[config.mk]
export PLATFORM = sky130hd
export DESIGN_NAME = clock_sync_pi_servo_top
export DESIGN_NICKNAME = d
export VERILOG_FILES = /design/src/design/cspi_pkg.sv /design/src/design/clock_sync_pi_servo_top.sv
export SDC_FILE = /design/constraint.sdc
export NUM_CORES = 1
export LEC_CHECK = 0
export BUFFER_PORTS_ARGS = -buffer_cell sky130_fd_sc_hd__clkbuf_2
export CORE_ASPECT_RATIO = 1.4
export CORE_MARGIN = 3
export CORE_UTILIZATION = 55
export DETAILED_ROUTE_END_ITERATION = 12
export GPL_ROUTABILITY_DRIVEN = 0
export PLACE_DENSITY = 0.75
export SYNTH_ARGS = -nofsm -noshare
export SYNTH_HDL_FRONTEND = slang
export SYNTH_SLANG_ARGS = --single-unit
[constraint.sdc]
create_clock -name clk -period 15.8 [get_ports clk]
set_input_delay 3.16 -clock clk [delete_from_list [all_inputs] [get_ports clk]]
set_output_delay 3.16 -clock clk [all_outputs]
set_load 0.02 [all_outputs]
[src/design/cspi_pkg.sv]
// ----------------------------------------------------------------------------
// cspi_pkg
// Shared types and constants for the clock sync PI servo.
// ----------------------------------------------------------------------------
package cspi_pkg;

    localparam int unsigned TIME_W      = 32;
    localparam int unsigned STEP_W      = 8;
    localparam int unsigned ACK_W       = 16;
    localparam int unsigned LIMIT_W     = 16;
    localparam int unsigned CFG_DATA_W  = 16;
    localparam int unsigned CFG_INDEX_W = 2;

    localparam logic [STEP_W-1:0]  LOCK_COUNT_RST   = 8'd4;
    localparam logic [LIMIT_W-1:0] JITTER_LIMIT_RST = 16'd500;
    localparam logic [LIMIT_W-1:0] SYNC_TIMEOUT_RST = 16'd2000;

    // integral / 64 and diff / 4
    localparam int unsigned I_SHIFT = 6;
    localparam int unsigned P_SHIFT = 2;

    typedef enum logic [CFG_INDEX_W-1:0] {
        CFG_LOCK_COUNT   = 2'd0,
        CFG_JITTER_LIMIT = 2'd1,
        CFG_SYNC_TIMEOUT = 2'd2,
        CFG_UNUSED       = 2'd3
    } cfg_index_t;

    typedef enum logic {
        OP_SYNC  = 1'b0,
        OP_CHECK = 1'b1
    } opcode_t;

    typedef enum logic [2:0] {
        ST_FIRST    = 3'd0,
        ST_IGNORED  = 3'd1,
        ST_ACQUIRE  = 3'd2,
        ST_SERVO    = 3'd3,
        ST_JITTER   = 3'd4,
        ST_CHECK_OK = 3'd5,
        ST_TIMEOUT  = 3'd6,
        ST_SPARE    = 3'd7
    } status_t;

endpackage

[src/design/clock_sync_pi_servo_top.sv]
// ----------------------------------------------------------------------------
// clock_sync_pi_servo_top
// Tracks local-to-master clock offset from sync messages with a PI servo.
// ----------------------------------------------------------------------------
// The block takes one item per clock cycle while out_stall is low and returns
// exactly one result item for each. Items pass through an input register,
// then one pass of update logic that writes the servo state and the result
// register in the same edge. The rate is set by that state update loop
// (offset, integral, step count). A stalled result is held in the result
// register while an empty input register still takes a new item.
module clock_sync_pi_servo_top (
    input  logic                                clk,
    input  logic                                rst_n,

    input  logic                                cfg_we,
    input  logic [cspi_pkg::CFG_INDEX_W-1:0]    cfg_index,
    input  logic [cspi_pkg::CFG_DATA_W-1:0]     cfg_data,

    input  logic                                in_valid,
    output logic                                in_stall,
    input  logic                                opcode,
    input  logic [cspi_pkg::TIME_W-1:0]         local_time,
    input  logic [cspi_pkg::TIME_W-1:0]         rx_delay,
    input  logic [cspi_pkg::TIME_W-1:0]         master_sent,
    input  logic [cspi_pkg::TIME_W-1:0]         master_last_sent,
    input  logic [cspi_pkg::ACK_W-1:0]          ack_delay,
    input  logic                                has_move_delay,
    input  logic [cspi_pkg::TIME_W-1:0]         master_move_delay,
    input  logic [cspi_pkg::TIME_W-1:0]         now_ms,

    output logic                                out_valid,
    input  logic                                out_stall,
    output logic                                synced,
    output logic [cspi_pkg::STEP_W-1:0]         sync_step,
    output logic [cspi_pkg::TIME_W-1:0]         offset_now,
    output logic signed [cspi_pkg::TIME_W-1:0]  phase_error,
    output logic [cspi_pkg::TIME_W-1:0]         move_delay_now,
    output logic [2:0]                          status
);

    localparam int unsigned W = cspi_pkg::TIME_W;

    // configuration
    logic [cspi_pkg::STEP_W-1:0]  lock_count_reg;
    logic [cspi_pkg::LIMIT_W-1:0] jitter_limit_reg;
    logic [cspi_pkg::LIMIT_W-1:0] sync_timeout_reg;

    // input register
    logic                        in_valid_reg;
    logic                        op_reg;
    logic [W-1:0]                base_reg;
    logic [W-1:0]                sent_reg;
    logic [W-1:0]                last_sent_reg;
    logic [cspi_pkg::ACK_W-1:0]  ack_reg;
    logic                        has_move_reg;
    logic [W-1:0]                move_in_reg;
    logic [W-1:0]                now_reg;

    // servo state
    logic [cspi_pkg::STEP_W-1:0] step_reg,       step_next;
    logic [W-1:0]                offset_reg,     offset_next;
    logic [W-1:0]                prev_master_reg, prev_master_next;
    logic [W-1:0]                prev_base_reg,  prev_base_next;
    logic signed [W-1:0]         integral_reg,   integral_next;
    logic [W-1:0]                last_good_reg,  last_good_next;
    logic [W-1:0]                move_delay_reg, move_delay_next;

    // result register
    logic                        out_valid_reg;
    logic                        synced_reg;
    logic [cspi_pkg::STEP_W-1:0] sync_step_reg;
    logic [W-1:0]                offset_now_reg;
    logic signed [W-1:0]         phase_reg,      phase_next;
    logic [W-1:0]                move_now_reg;
    cspi_pkg::status_t           status_reg,     status_next;

    logic in_accept;
    logic fire;

    logic [W-1:0]        new_off;
    logic [W-1:0]        raw;
    logic [W-1:0]        mag;
    logic                jitter;
    logic signed [W:0]   acc;
    logic signed [W-1:0] integ_sat;
    logic signed [W-1:0] i_term;
    logic signed [W-1:0] p_term;
    logic [W-1:0]        elapsed;

    assign fire      = in_valid_reg && (!out_valid_reg || !out_stall);
    assign in_stall  = in_valid_reg && !fire;
    assign in_accept = in_valid && !in_stall;

    always_ff @(posedge clk or negedge rst_n)
    begin
        if (!rst_n)
        begin
            lock_count_reg   <= cspi_pkg::LOCK_COUNT_RST;
            jitter_limit_reg <= cspi_pkg::JITTER_LIMIT_RST;
            sync_timeout_reg <= cspi_pkg::SYNC_TIMEOUT_RST;
        end
        else if (cfg_we)
        begin
            unique case (cspi_pkg::cfg_index_t'(cfg_index))
                cspi_pkg::CFG_LOCK_COUNT:   lock_count_reg   <= cfg_data[cspi_pkg::STEP_W-1:0];
                cspi_pkg::CFG_JITTER_LIMIT: jitter_limit_reg <= cfg_data;
                cspi_pkg::CFG_SYNC_TIMEOUT: sync_timeout_reg <= cfg_data;
                default: ;
            endcase
        end
    end

    always_ff @(posedge clk or negedge rst_n)
    begin
        if (!rst_n)
        begin
            in_valid_reg <= 1'b0;
        end
        else if (in_accept)
        begin
            in_valid_reg <= 1'b1;
        end
        else if (fire)
        begin
            in_valid_reg <= 1'b0;
        end
    end

    always_ff @(posedge clk)
    begin
        if (in_accept)
        begin
            op_reg        <= opcode;
            base_reg      <= local_time - rx_delay - master_sent;
            sent_reg      <= master_sent;
            last_sent_reg <= master_last_sent;
            ack_reg       <= ack_delay;
            has_move_reg  <= has_move_delay;
            move_in_reg   <= master_move_delay;
            now_reg       <= now_ms;
        end
    end

    // servo update
    always_comb
    begin
        new_off   = prev_base_reg - {{(W-cspi_pkg::ACK_W){1'b0}}, ack_reg};
        raw       = new_off - offset_reg;
        mag       = raw[W-1] ? (~raw + 1'b1) : raw;
        jitter    = (mag > {{(W-cspi_pkg::LIMIT_W){1'b0}}, jitter_limit_reg})
                    && (step_reg > 8'd1);
        acc       = {integral_reg[W-1], integral_reg} + {raw[W-1], raw};
        if (acc[W] != acc[W-1])
        begin
            integ_sat = acc[W] ? {1'b1, {(W-1){1'b0}}} : {1'b0, {(W-1){1'b1}}};
        end
        else
        begin
            integ_sat = acc[W-1:0];
        end
        i_term    = (integ_sat + (integ_sat[W-1] ? W'(63) : W'(0)))
                    >>> cspi_pkg::I_SHIFT;
        p_term    = ($signed(raw) + (raw[W-1] ? W'(3) : W'(0)))
                    >>> cspi_pkg::P_SHIFT;
        elapsed   = now_reg - last_good_reg;

        step_next        = step_reg;
        offset_next      = offset_reg;
        prev_master_next = prev_master_reg;
        prev_base_next   = prev_base_reg;
        integral_next    = integral_reg;
        last_good_next   = last_good_reg;
        move_delay_next  = move_delay_reg;
        phase_next       = '0;
        status_next      = cspi_pkg::ST_CHECK_OK;

        if (op_reg == cspi_pkg::OP_CHECK)
        begin
            if ((step_reg == lock_count_reg) &&
                (elapsed > {{(W-cspi_pkg::LIMIT_W){1'b0}}, sync_timeout_reg}))
            begin
                step_next   = '0;
                status_next = cspi_pkg::ST_TIMEOUT;
            end
        end
        else
        begin
            prev_base_next   = base_reg;
            prev_master_next = sent_reg;
            priority if (step_reg == '0)
            begin
                step_next     = 8'd1;
                integral_next = '0;
                status_next   = cspi_pkg::ST_FIRST;
            end
            else if ((last_sent_reg == prev_master_reg) && (ack_reg != '0))
            begin
                phase_next = $signed(raw);
                if (jitter)
                begin
                    offset_next = new_off;
                    step_next   = '0;
                    status_next = cspi_pkg::ST_JITTER;
                end
                else
                begin
                    last_good_next = now_reg;
                    if (step_reg < lock_count_reg)
                    begin
                        offset_next = new_off;
                        step_next   = step_reg + 8'd1;
                        status_next = cspi_pkg::ST_ACQUIRE;
                    end
                    else
                    begin
                        integral_next = integ_sat;
                        offset_next   = offset_reg + $unsigned(i_term + p_term);
                        if (has_move_reg && (move_in_reg >= move_delay_reg))
                        begin
                            move_delay_next = move_in_reg;
                        end
                        status_next = cspi_pkg::ST_SERVO;
                    end
                end
            end
            else
            begin
                status_next = cspi_pkg::ST_IGNORED;
            end
        end
    end

    always_ff @(posedge clk or negedge rst_n)
    begin
        if (!rst_n)
        begin
            step_reg        <= '0;
            offset_reg      <= '0;
            prev_master_reg <= '0;
            prev_base_reg   <= '0;
            integral_reg    <= '0;
            last_good_reg   <= '0;
            move_delay_reg  <= '0;
            out_valid_reg   <= 1'b0;
        end
        else
        begin
            if (fire)
            begin
                step_reg        <= step_next;
                offset_reg      <= offset_next;
                prev_master_reg <= prev_master_next;
                prev_base_reg   <= prev_base_next;
                integral_reg    <= integral_next;
                last_good_reg   <= last_good_next;
                move_delay_reg  <= move_delay_next;
                out_valid_reg   <= 1'b1;
            end
            else if (!out_stall)
            begin
                out_valid_reg   <= 1'b0;
            end
        end
    end

    always_ff @(posedge clk)
    begin
        if (fire)
        begin
            synced_reg     <= (step_next == lock_count_reg);
            sync_step_reg  <= step_next;
            offset_now_reg <= offset_next;
            phase_reg      <= phase_next;
            move_now_reg   <= move_delay_next;
            status_reg     <= status_next;
        end
    end

    assign out_valid      = out_valid_reg;
    assign synced         = synced_reg;
    assign sync_step      = sync_step_reg;
    assign offset_now     = offset_now_reg;
    assign phase_error    = phase_reg;
    assign move_delay_now = move_now_reg;
    assign status         = status_reg;

`ifndef SYNTHESIS
    a_first_step: assert property (@(posedge clk) disable iff (!rst_n)
        out_valid && (status == cspi_pkg::ST_FIRST) |-> (sync_step == 8'd1))
        else $error("first sync did not start acquisition at step one");

    a_resync_step: assert property (@(posedge clk) disable iff (!rst_n)
        out_valid && ((status == cspi_pkg::ST_JITTER) || (status == cspi_pkg::ST_TIMEOUT))
        |-> (sync_step == '0))
        else $error("resync did not clear the step count");

    a_no_phase: assert property (@(posedge clk) disable iff (!rst_n)
        out_valid && ((status == cspi_pkg::ST_FIRST) || (status == cspi_pkg::ST_IGNORED) ||
                      (status == cspi_pkg::ST_CHECK_OK) || (status == cspi_pkg::ST_TIMEOUT))
        |-> (phase_error == '0))
        else $error("phase error reported without an offset measurement");

    a_move_grows: assert property (@(posedge clk) disable iff (!rst_n)
        move_delay_reg >= $past(move_delay_reg))
        else $error("movement delay decreased");
`endif

endmodule

==> summary.md, run 1 <==
| Metric | Value |
|---|---|
| Status | finished, violations left |
| Failing checks | design-rule violations |
| Drc violations | 2 |
| Clock latency on the worst-skew pair | 650 ps |
| R2R depth | 76 |
| Global route overflow | 0 |
| Worst Setup Slack post-DPL | 67.95 ps |
| Hold Crit Class | reg2reg |
| Syn avg cell area | ~9.9 sq um |
| Period utilisation layout | between 90% and 100% |
| GRT Overall Usage | approximately 28% |
| Asr flop ratio synth | 45.83% |
| Metal2 WL | roughly 46 mm |
| Initial Util | between 50% and 60% |
| Post-Route WL | about 95 mm |
| Drt wl/cell | between 15 and 20 um |
| RR Startpoint | ack_reg[0]$_DFFE_PP_ |
| Synth warn | 0 |
| Gate Count Post-Synth | about 3.6k |
| CORE AREA | between 0.06 and 0.07 sq mm |
| TritonRoute pass-1 iters | 10 |
| Dpl hpwl | 73.04 mm |
| Vias in the first global route | approximately 28k |
| Max-Cap Viols | 0 |
| FP Rows | between 100 and 150 |
| Cell count of the worst hold path | 1 |
| Total die area | 0.06763 sq mm |
| Least-Margin Pin Slew | roughly 1300 ps |
| Clock Skews | ~45 ps |
| Vias | between 20k and 30k |
| Slew Viols, Final | 0 |
| CP required | between 15000 and 20000 ps |
| Hold slack | approximately 460 ps |
| CP endpoint | offset_now[31]$_DFFE_PP_ |
| Worst Path Buf+Inv | 2 |
| Maximum number of pins on one net before global-route repair | about 150 |
| Relative slew margins | roughly 14% |
| Final Hold Viols | 0 |
| Antenna viol nets, final | 0 |
| Final setup viols | 0 |
| Critical path's largest stage delay | a little over 400 ps |
| Post-Route Setup TNS | 0 ps |
| Crit end category | flop |
| Clock Sink Count | roughly 530 |
| Max Freq | about 68 MHz |
| Critical Path Stages | between 70 and 80 |
| Synthesis-to-layout area growth | 13.62% |
| Inserted Clock Buffers | 53 |
| Utilization after layout | ~63% |
| Critical path peak fanout | 8 |
| Reg2reg end | offset_now[31]$_DFFE_PP_ |
| CP arrival | 15200 ps |
| Top Family by Delay on Critical Path | compound AO/OA/AOI/OAI gates |
| Final WS setup | around 1100 ps |
| CP Class | reg2reg |
| Global-route wire length before repair | roughly 150 mm |
| Num ports | roughly 340 |
| Initial antenna violation count | 3 |
| Synth cell types | 98 |
| R2R setup slack | around 1100 ps |
| DR vias/cell | approximately 5.8 |
| Clock tree root driver cell | clkbuf_16 |
| Min cycle time layout | between 10000 and 15000 ps |
| Top routing layer used | met4 |
| Register area share after synthesis | between 40% and 50% |
| Nets | 4509 |
| Height of the die | between 300 and 400 um |
| CTS tree | done |
| Clock-pin slew on the worst setup and hold paths | roughly 60 ps |
| FF+latch count, synth | between 500 and 600 |
| Layout cell share with drive strength beyond 1 | 18.38% |
| Syn Std Cell Area | between 0.03 and 0.04 sq mm |
| IO buf count | 342 |
| Ys flop type | edfxtp_1 |
| Post-synth EDFFs | 286 |
| CP Launch Type | flop |
| DRT iter0 DRCs | 2043 |
| CP startpoint | ack_reg[0]$_DFFE_PP_ |
| H-tree levels | 2 |
| Max Buffers Root-to-Sink | 3 |
| Die width | between 200 and 250 um |
| Met3 Wirelength | slightly below 6 mm |
| Metal-1 WL | about 38 mm |
| Cell occurring most often along the worst timing path | a21o_1 |
| Worst path slowest cell | fa_1 |
| Synth Net Count | around 4.2k |
layout by cell type (no fill, tap or decap), types with 40 or more instances in the layout:
cell	synthesis	final
nor2_1	271	267
clkbuf_2	0	341
buf_4	0	49
a31oi_1	43	40
nor3_1	74	73
nand3_1	57	56
a21o_1	82	82
o21ai_0	250	243
mux2_2	141	141
nand2_1	315	314
clkbuf_16	0	53
nor2b_1	45	45
ha_1	293	291
inv_1	311	309
xor2_1	91	90
dfrtp_1	229	229
a21oi_1	211	205
xnor2_1	162	161
edfxtp_1	286	286
stage by stage:
stage,instance area (sq um),std cells
6_report,40310,4825
4_1_cts,40150,4817
3_5_place_dp,38260,4719
3_3_place_gp,38260,4719
5_1_grt,40310,4824
2_1_floorplan,35480,3593
synthesized netlist by cell type (all sizes together) (11+ instances only):
library cell,instances,area [sq um]
xor2,91,797.0
mux2i,15,150.1
dfstp,13,341.6
a31oi,43,269.0
dfrtp,229,5731
buf,17,97.59
a21boi,11,82.58
and3,37,231.5
a211oi,26,217.7
nor2b,45,281.5
a2111oi,11,115.1
o21bai,18,135.1
clkbuf,77,289.0
or2,16,100.1
o31ai,36,284.0
o21a,33,247.7
nor3,75,380.4
a21o,82,615.6
a21oi,211,1056
nand2,315,1182
or3,23,143.9
nor3b,13,97.59
inv,314,1179
nand2b,38,245.2
nor2,272,1023
fa,37,740.7
o211ai,28,210.2
o21ai,253,1266
nor4,30,202.7
or4,16,123.9
and2,18,112.6
nand4,30,187.7
nand3,57,285.3
ha,293,3666
xnor2,164,1463
nand3b,13,97.59
edfxtp,286,8588
mux2,170,2023
layout make-up:
| cell class | instances | area (sq um) |
|---|---|---|
| fill | 5329 | 23240 |
| sequential | 528 | 14660 |
| timing repair buffer | 392 | 2110 |
| antenna | 4 | 10.01 |
| clock inverter | 20 | 349.1 |
| clock buffer | 78 | 1530 |
| inverter | 318 | 1199 |
| tap | 832 | 1041 |
| multi-input combinational | 2653 | 19410 |
cells by family (layout without fill, tap and decap cells):
group	after synthesis	after routing	synth area share, %
AOI/OAI and AO/OA	857	857	15.34
adders and majority gates	330	330	12.42
DFF	528	528	41.32
muxes	185	185	6.126
and+or+nand+nor	1026	1026	13.97
xor gates and xnor gates	255	255	6.369
buffers and inverters	412	808	4.454
other	0	4	0
layer usage:
metal	vias up	track usage (%)
met1	13300	34.79
met4	0	12.33
li1	13630	-
met5	-	0
met2	949	47.47
met3	250	4.725
worst min-delay path by stage:
stage / endpoint / startpoint
2_1_floorplan: prev_base_reg[0]$_DFFE_PN0P_ / base_reg[0]$_DFFE_PP_
3_3_place_gp: prev_master_reg[27]$_DFFE_PN0P_ / sent_reg[27]$_DFFE_PP_
3_5_place_dp: prev_base_reg[1]$_DFFE_PN0P_ / base_reg[1]$_DFFE_PP_
4_1_cts: prev_base_reg[19]$_DFFE_PN0P_ / base_reg[19]$_DFFE_PP_
5_1_grt: prev_base_reg[19]$_DFFE_PN0P_ / base_reg[19]$_DFFE_PP_
6_report: prev_base_reg[19]$_DFFE_PN0P_ / base_reg[19]$_DFFE_PP_
what timing repair did:
item,CTS,global route
endpoints found under the hold margin,0,0
hold buffers,0,0
cloned,0,0
buffers inserted,0,4
gates resized for setup,1,38
endpoints found under the setup margin,1,32
pin swaps,0,7
Power of run 1 is left out: the tool's default activity adds up to more than one toggle a clock period on the data nets, which glitch-free logic cannot reach.
==> run 2, diff against run 1 <==
- BUFFER_PORTS_ARGS: -buffer_cell sky130_fd_sc_hd__clkbuf_2 -> default
- CORE_MARGIN: 3 -> 10
- DONT_BUFFER_PORTS: default -> 1
- PLACE_DENSITY: 0.75 -> 0.7
==> run 2 against run 1 <==
Net effect: the flow now finishes without violations; die area rose by 11%; routed wire length grew 2.4%; clock skew fell by 22 ps; largest cell class unchanged; sequential cell count did not move; non-clock buffer count down 344; fmax fell by 0.81%; first-iteration DRC count is 2.5% higher; final area fell by 4.5%; global-route usage shrank 2.8 points; utilization fell by 3.4 points.
==> summary.md, run 2 (synthesized netlist as in run 1, its figures left out) <==
| Metric | Value |
|---|---|
| Status | finished clean |
| Final Hold Viols | 0 (unchanged) |
| Critical path's largest stage delay | 520 ps (+110 ps) |
| Clock tree root driver cell | clkbuf_16 |
| CP required | 16260 ps (about the same) |
| CP arrival | 15320 ps (+120 ps) |
| DRT iter0 DRCs | 2094 (+2.5%) |
| Relative slew margins | 14.71% (+0.49 points) |
| Hold Crit Class | reg2reg |
| CP Launch Type | flop |
| Max-Cap Viols | 0 (unchanged) |
| Least-Margin Pin Slew | 1268 ps (-9.230 ps) |
| H-tree levels | 2 (unchanged) |
| Drt wl/cell | 21.61 um (+9.9%) |
| Most frequent cells in the layout | 315 x nand2_1, 309 x inv_1, 290 x ha_1 |
| Period utilisation layout | 94.04% (+0.76 points) |
| Most common cell after layout, fill and taps aside | nand2_1 |
| Initial antenna violation count | 14 (+11) |
| Initial Util | 55.32% (-0.51 points) |
| Layout cell share with drive strength beyond 1 | 10.83% (-7.5 points) |
| Post-Route Setup TNS | 0 ps (unchanged) |
| Total die area | 0.07521 sq mm (+11%) |
| Maximum number of pins on one net before global-route repair | 243 (+58%) |
| Post-Route WL | 97.15 mm (+2.4%) |
| FILL cells | 5545 (+4.1%) |
| Synthesis-to-layout area growth | 8.496% |
| Global-route wire length before repair | 150.3 mm (+1.3%) |
| Vias in the first global route | 26.70k (-4.0%) |
| Clock-pin slew on the worst setup and hold paths | 70 ps (about the same) |
| FP Rows | 110 (+0.92%) |
| Die width | 234.7 um (+6.3%) |
| Antenna viol nets, final | 0 (unchanged) |
| CORE AREA | 0.06414 sq mm (+0.92%) |
| DR vias/cell | 5.977 (+2.5%) |
| Max Freq | 67.30 MHz (-0.81%) |
| GRT Overall Usage | 25.05% (-2.8 points) |
| Crit end category | flop |
| IO buf count | 0 (-100%) |
| CP Class | reg2reg |
| Inserted Clock Buffers | 53 (unchanged) |
| Slew Viols, Final | 0 (unchanged) |
| CTS tree | done |
| Min cycle time layout | 14860 ps (+120.6 ps) |
| Num ports | 343 (unchanged) |
| Worst path slowest cell | a211oi_1 |
| TritonRoute pass-1 iters | 8 (-2) |
| Hold slack | 471.9 ps (+11.44 ps) |
| Clock latency on the worst-skew pair | 630 ps (-20 ps) |
| Clock Sink Count | 528 (unchanged) |
| Height of the die | 320.5 um (+4.6%) |
| Cts-stage hold buffer count | 0 (unchanged) |
| Global route overflow | 0 (unchanged) |
| Vias | 26.87k (-4.5%) |
| Critical path peak fanout | 8 (unchanged) |
| Cell occurring most often along the worst timing path | a21o_1 |
| Max Buffers Root-to-Sink | 3 (unchanged) |
| Final setup viols | 0 (unchanged) |
| Dpl hpwl | 74.88 mm (+2.5%) |
| Clock Skews | 22.46 ps (-22.35 ps) |
| Drc violations | 0 (-2) |
| Nets | 4165 (-7.6%) |
==> run 2: cell count changes in the layout (fill, tap and decap cells not counted), sizes merged <==
cell | previous run | this run
buf | 51 | 48
bufinv | 6 | 5
clkbuf | 419 | 65
clkinv | 11 | 19
clkinvlp | 5 | 6
diode | 4 | 9
inv | 316 | 323
==> run 2: final timing paths <==
| path | from | end | slack, ps | cells after the start |
|---|---|---|---|---|
| worst max-delay path | ack_reg[0]$_DFFE_PP_ | offset_now[31]$_DFFE_PP_ | 940 | 66 |
| worst min-delay path | base_reg[18]$_DFFE_PP_ | prev_base_reg[18]$_DFFE_PN0P_ | 470 | 1 |
| worst max register to register | ack_reg[0]$_DFFE_PP_ | offset_now[31]$_DFFE_PP_ | 940 | 66 |
| worst min register to register | base_reg[18]$_DFFE_PP_ | prev_base_reg[18]$_DFFE_PN0P_ | 470 | 1 |
| max in group asynchronous | rst_n | move_delay_reg[4]$_DFFE_PN0P_ | 12890 | 0 |
| min in group asynchronous | rst_n | jitter_limit_reg[10]$_DFFE_PN0P_ | 2240 | 0 |
==> run 2: area by class of cell <==
class                           instances  area, sq um  share of cell area (%)
Antenna cell                            9        22.52                 0.05851
Clock inverter                         35        372.9                  0.9687
Sequential cell                       528        14660                   38.09
Inverter                              318         1199                   3.114
Tap cell                              840         1051                   2.730
Multi-Input combinational cell       2653        19400                   50.41
Clock buffer                           65         1421                   3.693
Timing Repair Buffer                   48        360.3                  0.9362
==> run 2: stage by stage <==
stage / cells / setup slack, ps / utilization [%] / area, sq um
detailed placement: 4386 / 102.7 / 56.99 / 36550
floorplan: 3593 / 1142 / - / 35480
global placement: 4386 / 448.4 / 56.99 / 36550
global route: 4495 / -21.48 / 60.01 / 38490
finish: 4496 / 941.9 / 60.02 / 38490
CTS: 4486 / 9.985 / 59.79 / 38340
==> run 2: worst max-delay path: cells and delay by family (launching register included) <==
family	cells	cell delay (ps)
AOI/OAI and AO/OA	37	7600
xor gates and xnor gates	4	740
adders and majority gates	8	2840
buffers and inverters	2	350
DFF	1	400
muxes	1	270
and+or+nand+nor	14	2450
==> run 2: metal layers <==
metal / wire length, um / vias up / track usage (%) / share of wire [%]
met2: 47180 / 876 / 42.92 / 49
met3: 6287 / 211 / 5.014 / 6.5
met4: 4259 / 10 / 10.81 / 4.4
met1: 39360 / 12840 / 30.11 / 41
met5: 68 / - / 0 / 0.070
li1: - / 12930 / - / -
==> run 2: timing repair <==
item                       in CTS  in global routing
resized for setup               0                 34
setup endpoints to repair       0                 28
buffers inserted                0                  1
Power of run 2 is left out for the same reason.
